## config.mk

```make
export PLATFORM = sky130hd
export DESIGN_NAME = ipv4_dest_blacklist_filter
export DESIGN_NICKNAME = d
export VERILOG_FILES = /design/src/design/ipv4bl_pkg.sv /design/src/design/ipv4bl_table.sv /design/src/design/ipv4_dest_blacklist_filter.sv
export SDC_FILE = /design/constraint.sdc
export NUM_CORES = 1
export LEC_CHECK = 0
export ABC_CLOCK_PERIOD_IN_PS = 18000
export BUFFER_PORTS_ARGS = -buffer_cell sky130_fd_sc_hd__buf_4
export CORE_MARGIN = 5
export CORE_UTILIZATION = 28
export CTS_CLUSTER_SIZE = 14
export DETAILED_ROUTE_END_ITERATION = 7
export PLACE_DENSITY = 0.43
export SLEW_MARGIN = 5
export SYNTH_ARGS = -nofsm -noshare
export SYNTH_HDL_FRONTEND = slang
export SYNTH_SLANG_ARGS = --single-unit
```

## constraint.sdc

```tcl
create_clock -name clk_i -period 18 [get_ports clk_i]
set_clock_uncertainty 0.05 [all_clocks]
set_input_delay 3.6 -clock clk_i [delete_from_list [all_inputs] [get_ports clk_i]]
set_output_delay 3.6 -clock clk_i [all_outputs]
set_load 0.1 [all_outputs]
```

## src/design/ipv4bl_pkg.sv

```systemverilog
// ----------------------------------------------------------------------------
// ipv4bl_pkg: shared types and constants of the IPv4 destination blacklist
// Table size, lookup key and entry layouts, verdict codes, and the
// request and response bundles between the frame parser and the table.
// ----------------------------------------------------------------------------
package ipv4bl_pkg;

  localparam int TableEntries = 16;
  localparam int TabAw = (TableEntries > 1) ? $clog2(TableEntries) : 1;

  // Ethernet / IPv4 framing constants
  localparam logic [6:0]  EthLen    = 7'd14;
  localparam logic [15:0] Ipv4Type  = 16'h0800;
  localparam logic [6:0]  IpMinEnd  = 7'd34;
  localparam logic [7:0]  ProtoTcp  = 8'd6;
  localparam logic [7:0]  ProtoUdp  = 8'd17;
  localparam logic [7:0]  TcpLen    = 8'd20;
  localparam logic [7:0]  UdpLen    = 8'd8;
  localparam logic [3:0]  IhlMin    = 4'd5;
  localparam logic [6:0]  OffsetMax = 7'd127;

  typedef enum logic [2:0] {
    RsnHit    = 3'd0,
    RsnMiss   = 3'd1,
    RsnShort  = 3'd2,
    RsnNotIp  = 3'd3,
    RsnBadIhl = 3'd4
  } reason_e;

  typedef struct packed {
    logic [31:0] ip;
    logic [15:0] port;
    logic [7:0]  proto;
  } key_t;

  typedef struct packed {
    key_t key;
    logic action;
  } entry_t;

  typedef struct packed {
    logic             en;
    logic [TabAw-1:0] addr;
    logic             valid;
    entry_t           entry;
  } tbl_wr_t;

  typedef struct packed {
    logic start;
    key_t key;
  } scan_req_t;

  typedef struct packed {
    logic done;
    logic hit;
  } scan_rsp_t;

endpackage

```

## src/design/ipv4bl_table.sv

```systemverilog
// ----------------------------------------------------------------------------
// ipv4bl_table: blacklist table with a sequential lookup
// Holds the banned keys and walks them one entry per cycle through a single
// key comparator, reporting a hit or miss once the last entry is checked.
// ----------------------------------------------------------------------------
module ipv4bl_table (
  input  logic                clk_i,
  input  logic                rst_ni,
  input  ipv4bl_pkg::tbl_wr_t   wr_i,
  input  ipv4bl_pkg::scan_req_t req_i,
  output ipv4bl_pkg::scan_rsp_t rsp_o
);

  localparam int Aw = ipv4bl_pkg::TabAw;
  localparam logic [Aw-1:0] LastIdx = Aw'(ipv4bl_pkg::TableEntries - 1);

  ipv4bl_pkg::entry_t mem_q [ipv4bl_pkg::TableEntries];
  logic [ipv4bl_pkg::TableEntries-1:0] vld_q, vld_d;

  logic               busy_q, busy_d;
  logic [Aw-1:0]      cnt_q, cnt_d;
  ipv4bl_pkg::key_t   key_q;
  logic               stg_q, stg_d;
  logic               stg_last_q, stg_last_d;
  ipv4bl_pkg::entry_t rd_q;
  logic               rd_vld_q;
  logic               hit_q, hit_d;
  logic               done_q, done_d;
  logic               res_q, res_d;
  logic               match;

  // Entry payload: written and read at one address each, read registered
  always_ff @(posedge clk_i) begin
    if (wr_i.en) begin
      mem_q[wr_i.addr] <= wr_i.entry;
    end
    rd_q     <= mem_q[cnt_q];
    rd_vld_q <= vld_q[cnt_q];
    if (req_i.start) begin
      key_q <= req_i.key;
    end
  end

  always_comb begin
    vld_d = vld_q;
    if (wr_i.en) begin
      vld_d[wr_i.addr] = wr_i.valid;
    end
  end

  assign match = stg_q & rd_vld_q & ~rd_q.action & (rd_q.key == key_q);

  always_comb begin
    busy_d     = busy_q;
    cnt_d      = cnt_q;
    stg_d      = 1'b0;
    stg_last_d = 1'b0;
    hit_d      = hit_q;
    done_d     = 1'b0;
    res_d      = res_q;
    if (req_i.start) begin
      busy_d = 1'b1;
      cnt_d  = '0;
      hit_d  = 1'b0;
    end else if (busy_q) begin
      // issue one read per cycle; the compare follows in the cycle after
      stg_d      = 1'b1;
      stg_last_d = (cnt_q == LastIdx);
      if (cnt_q == LastIdx) begin
        busy_d = 1'b0;
      end else begin
        cnt_d = cnt_q + 1'b1;
      end
    end
    if (stg_q) begin
      hit_d = hit_q | match;
      if (stg_last_q) begin
        done_d = 1'b1;
        res_d  = hit_q | match;
      end
    end
  end

  always_ff @(posedge clk_i or negedge rst_ni) begin
    if (!rst_ni) begin
      vld_q      <= '0;
      busy_q     <= 1'b0;
      cnt_q      <= '0;
      stg_q      <= 1'b0;
      stg_last_q <= 1'b0;
      hit_q      <= 1'b0;
      done_q     <= 1'b0;
      res_q      <= 1'b0;
    end else begin
      vld_q      <= vld_d;
      busy_q     <= busy_d;
      cnt_q      <= cnt_d;
      stg_q      <= stg_d;
      stg_last_q <= stg_last_d;
      hit_q      <= hit_d;
      done_q     <= done_d;
      res_q      <= res_d;
    end
  end

  assign rsp_o.done = done_q;
  assign rsp_o.hit  = res_q;

endmodule

```

## src/design/ipv4_dest_blacklist_filter.sv

```systemverilog
// ----------------------------------------------------------------------------
// ipv4_dest_blacklist_filter: drop IPv4 frames to blacklisted destinations
// Parses frame bytes for EtherType, IHL, protocol, destination address and
// port, then, if the frame passes its checks, looks the key up in a loadable table.
// ----------------------------------------------------------------------------
//  channel  | dir | tuser    | tlast      | tdata
//  s_axis   | in  | req_type | frame_last | byte, table entry fields
//  m_axis   | out | -        | -          | verdict, reason, drop count
//
//  After a last byte the frame is judged and, when the key is looked up,
//  the table is read one entry per cycle through one
//  comparator. The input is not ready meanwhile.
//  Any transaction is held off while an earlier verdict waits on m_axis.
//  Reset clears all table valid bits at once; no clearing pass is needed.
// ----------------------------------------------------------------------------
module ipv4_dest_blacklist_filter (
  input  logic        clk_i,
  input  logic        rst_ni,
  input  logic        s_axis_tvalid,
  output logic        s_axis_tready,
  // [7:0] frame_byte, [11:8] entry_index, [12] entry_valid, [44:13] entry_ip,
  // [60:45] entry_port, [68:61] entry_proto, [69] entry_action, [71:70] zero
  input  logic [71:0] s_axis_tdata,
  // [0] req_type
  input  logic        s_axis_tuser,
  input  logic        s_axis_tlast,
  output logic        m_axis_tvalid,
  input  logic        m_axis_tready,
  // [0] verdict_drop, [3:1] verdict_reason, [67:4] drop_count, [71:68] zero
  output logic [71:0] m_axis_tdata
);

  typedef enum logic [2:0] {
    StIdle  = 3'b001,
    StJudge = 3'b010,
    StScan  = 3'b100
  } state_e;

  state_e state_q, state_d;

  logic [6:0]  off_q, off_d;
  logic [15:0] eth_q, eth_d;
  logic [3:0]  ihl_q, ihl_d;
  logic [7:0]  proto_q, proto_d;
  logic [31:0] addr_q, addr_d;
  logic [15:0] port_q, port_d;
  logic [63:0] drop_cnt_q, drop_cnt_d;

  logic        out_vld_q, out_vld_d;
  logic        out_drop_q, out_drop_d;
  ipv4bl_pkg::reason_e out_rsn_q, out_rsn_d;

  logic        acc, acc_byte;
  logic [7:0]  byte_in;
  logic [6:0]  port_at;
  logic        is_l4, is_tcp;
  logic [7:0]  need_len;
  logic [7:0]  len8;
  logic        emit, emit_hit;
  ipv4bl_pkg::reason_e pre_rsn;
  logic        pre_done;

  ipv4bl_pkg::tbl_wr_t   tbl_wr;
  ipv4bl_pkg::scan_req_t scan_req;
  ipv4bl_pkg::scan_rsp_t scan_rsp;

  assign s_axis_tready = (state_q == StIdle) & (~out_vld_q | m_axis_tready);
  assign acc      = s_axis_tvalid & s_axis_tready;
  assign acc_byte = acc & ~s_axis_tuser;
  assign byte_in  = s_axis_tdata[7:0];

  // Table writes
  assign tbl_wr.en    = acc & s_axis_tuser &
                        (int'(s_axis_tdata[11:8]) < ipv4bl_pkg::TableEntries);
  assign tbl_wr.addr  = ipv4bl_pkg::TabAw'(s_axis_tdata[11:8]);
  assign tbl_wr.valid = s_axis_tdata[12];
  assign tbl_wr.entry = '{key: '{ip: s_axis_tdata[44:13], port: s_axis_tdata[60:45],
                                 proto: s_axis_tdata[68:61]},
                          action: s_axis_tdata[69]};

  // Transport header sits at 14 + 4*IHL; the port is two bytes into it
  assign port_at = 7'd16 + {1'b0, ihl_q, 2'b00};

  assign is_tcp   = (proto_q == ipv4bl_pkg::ProtoTcp);
  assign is_l4    = is_tcp | (proto_q == ipv4bl_pkg::ProtoUdp);
  assign need_len = 8'(ipv4bl_pkg::EthLen) + {2'b00, ihl_q, 2'b00} +
                    (is_tcp ? ipv4bl_pkg::TcpLen : ipv4bl_pkg::UdpLen);
  // offset after the last byte is the frame length; saturation at 127 is
  // far above every threshold below
  assign len8 = {1'b0, off_q};

  always_comb begin
    pre_done = 1'b1;
    pre_rsn  = ipv4bl_pkg::RsnMiss;
    priority if (off_q < ipv4bl_pkg::EthLen) begin
      pre_rsn = ipv4bl_pkg::RsnShort;
    end else if (eth_q != ipv4bl_pkg::Ipv4Type) begin
      pre_rsn = ipv4bl_pkg::RsnNotIp;
    end else if (off_q < ipv4bl_pkg::IpMinEnd) begin
      pre_rsn = ipv4bl_pkg::RsnShort;
    end else if (ihl_q < ipv4bl_pkg::IhlMin) begin
      pre_rsn = ipv4bl_pkg::RsnBadIhl;
    end else if (is_l4 && (len8 < need_len)) begin
      pre_rsn = ipv4bl_pkg::RsnShort;
    end else begin
      pre_done = 1'b0;
    end
  end

  assign scan_req.start     = (state_q == StJudge) & ~pre_done;
  assign scan_req.key.ip    = addr_q;
  assign scan_req.key.port  = is_l4 ? port_q : 16'd0;
  assign scan_req.key.proto = proto_q;

  ipv4bl_table u_table (
    .clk_i  (clk_i),
    .rst_ni (rst_ni),
    .wr_i   (tbl_wr),
    .req_i  (scan_req),
    .rsp_o  (scan_rsp)
  );

  assign emit     = ((state_q == StJudge) & pre_done) |
                    ((state_q == StScan) & scan_rsp.done);
  assign emit_hit = (state_q == StScan) & scan_rsp.done & scan_rsp.hit;

  always_comb begin
    state_d    = state_q;
    off_d      = off_q;
    eth_d      = eth_q;
    ihl_d      = ihl_q;
    proto_d    = proto_q;
    addr_d     = addr_q;
    port_d     = port_q;
    drop_cnt_d = drop_cnt_q;
    out_vld_d  = out_vld_q & ~m_axis_tready;
    out_drop_d = out_drop_q;
    out_rsn_d  = out_rsn_q;

    unique case (state_q)
      StIdle: begin
        if (acc_byte) begin
          if (off_q == 7'd12) begin
            eth_d = {byte_in, 8'h00};
          end else if (off_q == 7'd13) begin
            eth_d = eth_q | {8'h00, byte_in};
          end else if (off_q == ipv4bl_pkg::EthLen) begin
            ihl_d = byte_in[3:0];
          end else if (off_q == 7'd23) begin
            proto_d = byte_in;
          end else if (off_q >= 7'd30 && off_q <= 7'd33) begin
            addr_d = {addr_q[23:0], byte_in};
          end
          if (off_q > ipv4bl_pkg::EthLen &&
              (off_q == port_at || off_q == port_at + 7'd1)) begin
            port_d = {port_q[7:0], byte_in};
          end
          if (off_q < ipv4bl_pkg::OffsetMax) begin
            off_d = off_q + 7'd1;
          end
          if (s_axis_tlast) begin
            state_d = StJudge;
          end
        end
      end
      StJudge: begin
        if (!pre_done) begin
          state_d = StScan;
        end
      end
      StScan: begin
      end
      default: begin
        state_d = StIdle;
      end
    endcase

    if (emit) begin
      state_d    = StIdle;
      out_vld_d  = 1'b1;
      out_drop_d = emit_hit;
      out_rsn_d  = (state_q == StJudge) ? pre_rsn :
                   (scan_rsp.hit ? ipv4bl_pkg::RsnHit : ipv4bl_pkg::RsnMiss);
      if (emit_hit) begin
        drop_cnt_d = drop_cnt_q + 64'd1;
      end
      // drop the frame context for the next frame
      off_d   = '0;
      eth_d   = '0;
      ihl_d   = '0;
      proto_d = '0;
      addr_d  = '0;
      port_d  = '0;
    end
  end

  always_ff @(posedge clk_i or negedge rst_ni) begin
    if (!rst_ni) begin
      state_q    <= StIdle;
      off_q      <= '0;
      eth_q      <= '0;
      ihl_q      <= '0;
      proto_q    <= '0;
      addr_q     <= '0;
      port_q     <= '0;
      drop_cnt_q <= '0;
      out_vld_q  <= 1'b0;
    end else begin
      state_q    <= state_d;
      off_q      <= off_d;
      eth_q      <= eth_d;
      ihl_q      <= ihl_d;
      proto_q    <= proto_d;
      addr_q     <= addr_d;
      port_q     <= port_d;
      drop_cnt_q <= drop_cnt_d;
      out_vld_q  <= out_vld_d;
    end
  end

  always_ff @(posedge clk_i) begin
    out_drop_q <= out_drop_d;
    out_rsn_q  <= out_rsn_d;
  end

  // the counter only moves when a verdict is loaded, so it is shown as is
  assign m_axis_tvalid = out_vld_q;
  assign m_axis_tdata  = {4'd0, drop_cnt_q, out_rsn_q, out_drop_q};

`ifndef SYNTHESIS
  a_busy_not_ready : assert property (@(posedge clk_i) disable iff (!rst_ni)
    (state_q != StIdle) |-> !s_axis_tready)
    else $error("input ready while a frame is being judged");

  a_result_source : assert property (@(posedge clk_i) disable iff (!rst_ni)
    $rose(out_vld_q) |-> ($past(state_q) == StJudge || $past(state_q) == StScan))
    else $error("verdict appeared without a judged frame");

  a_drop_is_hit : assert property (@(posedge clk_i) disable iff (!rst_ni)
    (out_vld_q && out_drop_q) |-> (out_rsn_q == ipv4bl_pkg::RsnHit))
    else $error("drop verdict with a reason other than hit");

  a_count_step : assert property (@(posedge clk_i) disable iff (!rst_ni)
    !$stable(drop_cnt_q) |-> (drop_cnt_q == $past(drop_cnt_q) + 64'd1))
    else $error("drop counter moved by other than one");

  a_scan_done_state : assert property (@(posedge clk_i) disable iff (!rst_ni)
    scan_rsp.done |-> (state_q == StScan))
    else $error("table lookup finished outside the scan state");
`endif

endmodule
```

==> results of run 1 <==
-- worst max-delay path: cells and delay by family --
family,cells,cell delay [ns]
buffers and inverters,2,0.41
and+or+nand+nor,2,0.43
-- area by class of cell --
type,instances,area [um^2]
clock buffer,186,3701
clock inverter,64,615.6
sequential,1207,34790
inverter,22,82.58
tap,2189,2739
timing repair buffer,192,1470
antenna,2,5.005
fill,15523,110100
multi-input combinational,956,11080
-- per-layer routing --
layer	GRT usage, %	wire (um)	vias to the layer above	share of wire [%]
met4	3.532	2452	4	2.0
li1	-	-	9625	-
met3	3.088	5654	156	4.7
met1	18.59	53560	11992	45
met2	22.50	58210	495	49
met5	0	21	-	0.018
-- power by group through the flow --
stage / clock, mW / combinational [mW] / sequential [mW]
finish: 2.65 / 0.175 / 3.09
global route: 2.86 / 0.196 / 3.09
CTS: 2.74 / 0.178 / 3.09
detailed placement: 0 / 0.178 / 3.15
global placement: 0 / 0.171 / 3.14
floorplan: 0 / 0.0990 / 3.13
-- cells in the mapped netlist (3+ instances only) --
library cell,count,share of area (%)
sky130_fd_sc_hd__dfxtp_1,58,2.5
sky130_fd_sc_hd__a21oi_1,12,0.13
sky130_fd_sc_hd__clkbuf_1,66,0.54
sky130_fd_sc_hd__mux4_2,290,14
sky130_fd_sc_hd__mux2_2,17,0.41
sky130_fd_sc_hd__xor2_1,50,0.95
sky130_fd_sc_hd__and3_1,16,0.22
sky130_fd_sc_hd__nand2b_1,6,0.081
sky130_fd_sc_hd__nand3_1,28,0.30
sky130_fd_sc_hd__nor3_2,4,0.087
sky130_fd_sc_hd__nor4_2,3,0.081
sky130_fd_sc_hd__a41o_1,9,0.19
sky130_fd_sc_hd__buf_1,22,0.18
sky130_fd_sc_hd__mux2i_1,36,0.78
sky130_fd_sc_hd__nor4b_1,3,0.057
sky130_fd_sc_hd__nand2_1,106,0.86
sky130_fd_sc_hd__edfxtp_1,972,63
sky130_fd_sc_hd__buf_4,5,0.081
sky130_fd_sc_hd__nor2b_1,5,0.068
sky130_fd_sc_hd__and4_1,10,0.19
sky130_fd_sc_hd__o21ai_0,34,0.37
sky130_fd_sc_hd__buf_2,15,0.16
sky130_fd_sc_hd__ha_1,18,0.49
sky130_fd_sc_hd__nand3b_1,3,0.049
sky130_fd_sc_hd__nor4_1,10,0.14
sky130_fd_sc_hd__a21o_1,5,0.081
sky130_fd_sc_hd__inv_1,22,0.18
sky130_fd_sc_hd__nand4_1,29,0.39
sky130_fd_sc_hd__dfrtp_1,176,9.5
sky130_fd_sc_hd__o21ai_1,3,0.032
sky130_fd_sc_hd__nor2_1,94,0.76
sky130_fd_sc_hd__xnor2_1,82,1.6
sky130_fd_sc_hd__nor3_1,26,0.28
sky130_fd_sc_hd__and2_1,21,0.28
-- path summary, 6_finish.rpt --
kind,startpoint,slack (ns),cells past startpoint,endpoint
setup / recovery,m_axis_tready,9.90,4,s_axis_tready
hold / removal,addr_q[24]$_DFFE_PN0P_,0.40,0,u_table.key_q[48]$_DFFE_PP_
setup reg to reg,proto_q[5]$_DFFE_PN0P_,12.89,16,addr_q[27]$_DFFE_PN0P_
hold reg to reg,addr_q[24]$_DFFE_PN0P_,0.40,0,u_table.key_q[48]$_DFFE_PP_
max in group asynchronous,rst_ni,13.28,2,addr_q[25]$_DFFE_PN0P_
min in group asynchronous,rst_ni,2.97,1,drop_cnt_q[33]$_DFFE_PN0P_
-- cell families after synthesis --
logic type	after synthesis	synth area share (%)
fa+ha+maj	19	0.5302
flops	1207	75.19
buf+inv	131	1.160
mux	343	15.31
xor+xnor	132	2.499
other cells	1	0.008107
simple gates	383	4.271
compound gates	75	1.028
-- flip-flops by register name (all words and copies together), names as in the netlist, 3 cells and up --
name,flops
u_table.cnt_q,4
addr_q,32
ihl_q,4
u_table.mem_q,912
port_q,16
eth_q,16
state_q,3
drop_cnt_q,64
proto_q,8
off_q,7
u_table.vld_q,16
u_table.key_q,56
out_rsn_q,3
u_table.rd_q,57
-- metrics by stage --
step	area (um^2)	util [%]	hold WS (ns)
floorplan	46270	-	0.3748
global placement	50170	30.48	0.3822
detailed placement	50170	30.48	0.3840
CTS	54480	33.10	0.3993
global route	54480	33.10	0.4209
finish	54490	33.10	0.3980
-- cells in the final DEF (no fill, tap or decap), types with 11 or more instances in the layout --
cell type	count
sky130_fd_sc_hd__edfxtp_1	972
sky130_fd_sc_hd__mux4_2	290
sky130_fd_sc_hd__buf_4	189
sky130_fd_sc_hd__dfrtp_1	172
sky130_fd_sc_hd__clkbuf_16	136
sky130_fd_sc_hd__nand2_1	106
sky130_fd_sc_hd__nor2_1	82
sky130_fd_sc_hd__xnor2_1	82
sky130_fd_sc_hd__dfxtp_1	58
sky130_fd_sc_hd__xor2_1	50
sky130_fd_sc_hd__clkbuf_1	39
sky130_fd_sc_hd__mux2i_1	36
sky130_fd_sc_hd__o21ai_0	34
sky130_fd_sc_hd__clkinv_1	31
sky130_fd_sc_hd__nand4_1	29
sky130_fd_sc_hd__nand3_1	28
sky130_fd_sc_hd__inv_1	22
sky130_fd_sc_hd__nor3_1	22
sky130_fd_sc_hd__and2_1	21
sky130_fd_sc_hd__ha_1	18
sky130_fd_sc_hd__mux2_2	17
sky130_fd_sc_hd__and3_1	16
sky130_fd_sc_hd__clkinv_2	13
sky130_fd_sc_hd__nor2_4	12
sky130_fd_sc_hd__a21oi_1	12
sky130_fd_sc_hd__clkbuf_8	11
==> results.cfg, run 1 <==
[power]
power.sequential.fraction_pct = 52.2
static-leakage-power_nw = 18.33
sw_share_pct = 21.66
power.combinational.fraction_pct = 3.0
internal-power_mw = 4.636
vdd_drop_max_mv = 0.1013
power.switching_mw = 1.281
total_power_mw = 5.917
power_per_standard_cell_area_nw_per_um2 = 108.6
power_frac_clock_pct = 44.8

[sta]
worst_slew_margin_rel_pct = 28.95
finalHoldViolCount = 0
setup_repair_after_global_routing_missed_its_margin = false
worst_slew_pin_slew_ns = 1.066
setup_total_negative_slack_ns = 0
setup_violations = 0
layout_worst_path_cycle_share_pct = 45.00
slew_viol_final = 0
final.setup.worst_slack_ns = 9.901
fmax_mhz = 123.5
post-route-min-period_ns = 8.099

[floorplanning]
starting_utilization_of_the_core_area_pct = 28.10
fp.dieH_um = 416.4
fp.dieArea_um2 = 173400
i_o_pin_cnt = 152
coreArea_um2 = 164600
placementRows = 149
die_x_um = 416.4

[global_route]
first_global_vias = 23816
grt_start_max_net_pins = 119
globalRoute.totalOverflow = 0
grt.total_usage_pct = 13.75
antenna_found_initial = 10
grt_pass1_wl_um = 172900

[layout]
stdcell_count = 4818
post_route_cells_drive_above_1_share_pct = 27.48
synthToLayoutAreaGrowth_pct = 17.80
nets = 2611

[place]
placed_cells_incl_taps = 4566
dp_hpwl_um = 66210
placement.io_buffers = 145
post-place-ws_ns = 9.856
gpl.final_weighted_congestion = 0.7597

[cts]
cts.root.buffer_cell = sky130_fd_sc_hd__clkbuf_16
clockBufferDepth = 3
cts_inserted_buffers = 135
cts_resized = 0
numClockSinks = 1207
worst_skew_pair.late_latency_ns = 0.76
cts_stage_hold_buffer_count = 0
cts-htree-levels = 4
clock_transition_at_path_regs_ns = 0.06
clock_tree_from_tritoncts = done
cts_setup_buffers = 0

[synthesis]
ys_seq_area_share_pct = 75.19
synth_top_flop_cell = sky130_fd_sc_hd__edfxtp_1
synth_edf_count = 972
synthCells = 2291
synth_cell_type_count = 62
synth_warnings = 0
synth_area_per_cell_um2 = 20.19
synthesis.area_um2 = 46260
async_reset_ff_share_pct = 14.66
ys_seq_elements = 1207

[outcome]
status = finished, final reports clean

[setup_path]
worstSetupPathType = primary input to output pin
end_kind = output pin
timing.critical_path.cells = buf_4 -> nand2b_1 -> and3_1 -> buf_4
cp.required_ns = 14.35
critical_path_peak_fanout = 3
cp_slowest_stage_delay_ns = 0.30
crit_top_cell = sky130_fd_sc_hd__buf_4
worst_ep_arrival_time_ns = 4.45
crit_path_slowest_cell = sky130_fd_sc_hd__buf_4
start_kind = primary input

[job]
max_cap_violations = 0

[hold_path]
worstHoldPathType = flip-flop to flip-flop

[route]
route.detailed.drc = 0
total_number_of_vias = 22272
route.detailed.vias_per_inst = 4.623
wire_per_inst_um = 24.89
drtIter0Drc = 1575
final_antenna_net_count = 0
postRouteWirelength_um = 119900
first_pass_iters = 5
Note: power is estimated with default switching activity, not from simulation.
==> inputs of run 2 (changes only) <==
--- a/config.mk
+++ b/config.mk
@@ -5,13 +5,13 @@
 export SDC_FILE = /design/constraint.sdc
 export NUM_CORES = 1
 export LEC_CHECK = 0
-export ABC_CLOCK_PERIOD_IN_PS = 18000
+export ABC_CLOCK_PERIOD_IN_PS = 7000
 export BUFFER_PORTS_ARGS = -buffer_cell sky130_fd_sc_hd__buf_4
 export CORE_MARGIN = 5
 export CORE_UTILIZATION = 28
 export CTS_CLUSTER_SIZE = 14
 export DETAILED_ROUTE_END_ITERATION = 7
-export PLACE_DENSITY = 0.43
+export PLACE_DENSITY = 0.45
 export SLEW_MARGIN = 5
 export SYNTH_ARGS = -nofsm -noshare
 export SYNTH_HDL_FRONTEND = slang
==> constraint.sdc (replaced) <==
create_clock -name clk_i -period 7 [get_ports clk_i]
set_clock_uncertainty 0.05 [all_clocks]
set_input_delay 1.4 -clock clk_i [delete_from_list [all_inputs] [get_ports clk_i]]
set_output_delay 1.4 -clock clk_i [all_outputs]
set_load 0.1 [all_outputs]
==> run 2 against run 1 <==
Worst setup slack worse by 8.0 ns. Critical path depth increased by 10. Register-to-register slack lost 11 ns. Final cell count about the same. Wire length down 1.8%. Global-route usage is 0.24 points lower. Core utilization about the same. Clock power grew to 2.6 times the previous value. Die area is the same. Flip-flop and latch count stayed put. Highest routed layer is now met4.
==> results.cfg, run 2 (synthesis results as in run 1) <==
[cts]
cts_stage_hold_buffer_count = 0
cts.root.buffer_cell = sky130_fd_sc_hd__clkbuf_16
cts_inserted_buffers = 136
cts_setup_buffers = 0
cts_resized = 0
cts-htree-levels = 4
clock_transition_at_path_regs_ns = 0.06
clock_tree_from_tritoncts = done
worst_skew_pair.late_latency_ns = 0.76
numClockSinks = 1207
clockBufferDepth = 3

[floorplanning]
fp.dieH_um = 416.4
starting_utilization_of_the_core_area_pct = 28.10
coreArea_um2 = 164600
i_o_pin_cnt = 152
fp.dieArea_um2 = 173400
die_x_um = 416.4
placementRows = 149

[sta]
layout_worst_path_cycle_share_pct = 73.17
setup_repair_after_global_routing_missed_its_margin = false
slew_viol_final = 0
setup_violations = 0
post-route-min-period_ns = 5.122
worst_slew_pin_slew_ns = 1.108
finalHoldViolCount = 0
fmax_mhz = 195.2
worst_slew_margin_rel_pct = 25.99
setup_total_negative_slack_ns = 0

[setup_path]
timing.reg2reg.setup_slack_ns = 1.88
end_kind = flip-flop
setup.worst_path.start = proto_q[3]$_DFFE_PN0P_
worst_path_dominant_cell_family = simple AND/OR/NAND/NOR gates
start_kind = flip-flop
worst_ep_arrival_time_ns = 5.49
worstSetupPathType = flip-flop to flip-flop
crit_path_slowest_cell = sky130_fd_sc_hd__and4_2
critical_path_peak_fanout = 36
cp_slowest_stage_delay_ns = 1.00
cp_num_buf_inv = 4
timing.critical_path.cells = or4_1 -> or2_2 -> inv_1 -> ha_1 -> inv_1 -> ha_1 -> inv_1 -> fa_1 -> xor2_1 -> ha_1 -> nand3_1 -> o211ai_1 -> and4_2 -> buf_4
worstReg2RegStart = proto_q[3]$_DFFE_PN0P_
cp.required_ns = 7.37

[route]
first_pass_iters = 5
route.detailed.drc = 0
route.detailed.vias_per_inst = 4.641
postRouteWirelength_um = 117800
wire_per_inst_um = 24.42
drtIter0Drc = 1717
final_antenna_net_count = 0
highest_layer = met4
met2_wirelength_um = 57910
routed-wl-met3_um = 5998
total_number_of_vias = 22380
m1WireLength_um = 51130

[global_route]
grt_start_max_net_pins = 108
grt_pass1_wl_um = 170100
antenna_found_initial = 12
first_global_vias = 23711
grt.total_usage_pct = 13.51
globalRoute.totalOverflow = 0

[place]
dp_hpwl_um = 65540
gpl.final_weighted_congestion = 0.7709
placement.io_buffers = 145

[layout]
synthToLayoutAreaGrowth_pct = 17.94
regMostFlops = u_table.mem_q
reg_top3 = u_table.mem_q (912), drop_cnt_q (64), u_table.rd_q (57)
postLayoutCoreUtil_pct = 33.14
flip_flop_count_of_the_largest_register_all_copies_and_words_added = 912
layout_commonest_cell = sky130_fd_sc_hd__edfxtp_1
post_route_cells_drive_above_1_share_pct = 27.76
fillers = 15537
nets = 2613
most-common-layout-cells = 972 x sky130_fd_sc_hd__edfxtp_1, 290 x sky130_fd_sc_hd__mux4_2, 186 x sky130_fd_sc_hd__buf_4

[hold_path]
timing.hold.worst.start = addr_q[26]$_DFFE_PN0P_
worstHoldPathType = flip-flop to flip-flop

[power]
total_power_mw = 15.26
power_per_standard_cell_area_nw_per_um2 = 279.8
vdd_drop_max_mv = 0.2139
static-leakage-power_nw = 18.36

[outcome]
status = finished, final reports clean

[job]
max_cap_violations = 0
[run 2: metal layers]
layer,vias to the layer above,GRT usage (%)
met2,542,22.28
met1,12028,18.11
met5,-,0
met4,0,3.901
met3,179,2.769
li1,9631,-
[run 2: metrics by stage]
| step | std cells | area, um^2 | hold WS, ns | setup slack [ns] |
|---|---|---|---|---|
| 6_report | 4822 | 54550 | 0.3913 | 1.878 |
| 5_1_grt | 4815 | 54540 | 0.3978 | 1.611 |
| 4_1_cts | 4815 | 54540 | 0.3912 | 1.847 |
| 3_5_place_dp | 4567 | 50220 | 0.3816 | 1.861 |
| 3_3_place_gp | 4567 | 50220 | 0.3822 | 1.889 |
| 2_1_floorplan | 2294 | 46270 | 0.3748 | 0.008568 |
[run 2: final cells by class]
cell class,instances,area (um^2),area share (%)
clock buffers,197,3840,7.039
well taps,2189,2739,5.020
diodes,7,17.52,0.03211
repair buffers,193,1528,2.800
clock inverters,51,473.0,0.8669
flip-flops and latches,1207,34790,63.78
multi-input cells,956,11080,20.31
inverters,22,82.58,0.1514
[run 2: path summary, 6_finish.rpt]
kind,end,cells after the start
hold / removal,u_table.key_q[50]$_DFFE_PP_,0
setup / recovery,u_table.key_q[54]$_DFFE_PP_,14
max in group asynchronous,addr_q[26]$_DFFE_PN0P_,2
setup reg to reg,u_table.key_q[54]$_DFFE_PP_,14
hold reg to reg,u_table.key_q[50]$_DFFE_PP_,0
min in group asynchronous,drop_cnt_q[61]$_DFFE_PN0P_,1
[run 2: where the power goes]
group / internal [mW] / leakage (nW) / switching (mW)
sequential: 7.86 / 11.8 / 0.0824
clock: 4.07 / 2.10 / 2.80
combinational: 0.161 / 4.43 / 0.285
total: 12.1 / 18.4 / 3.16
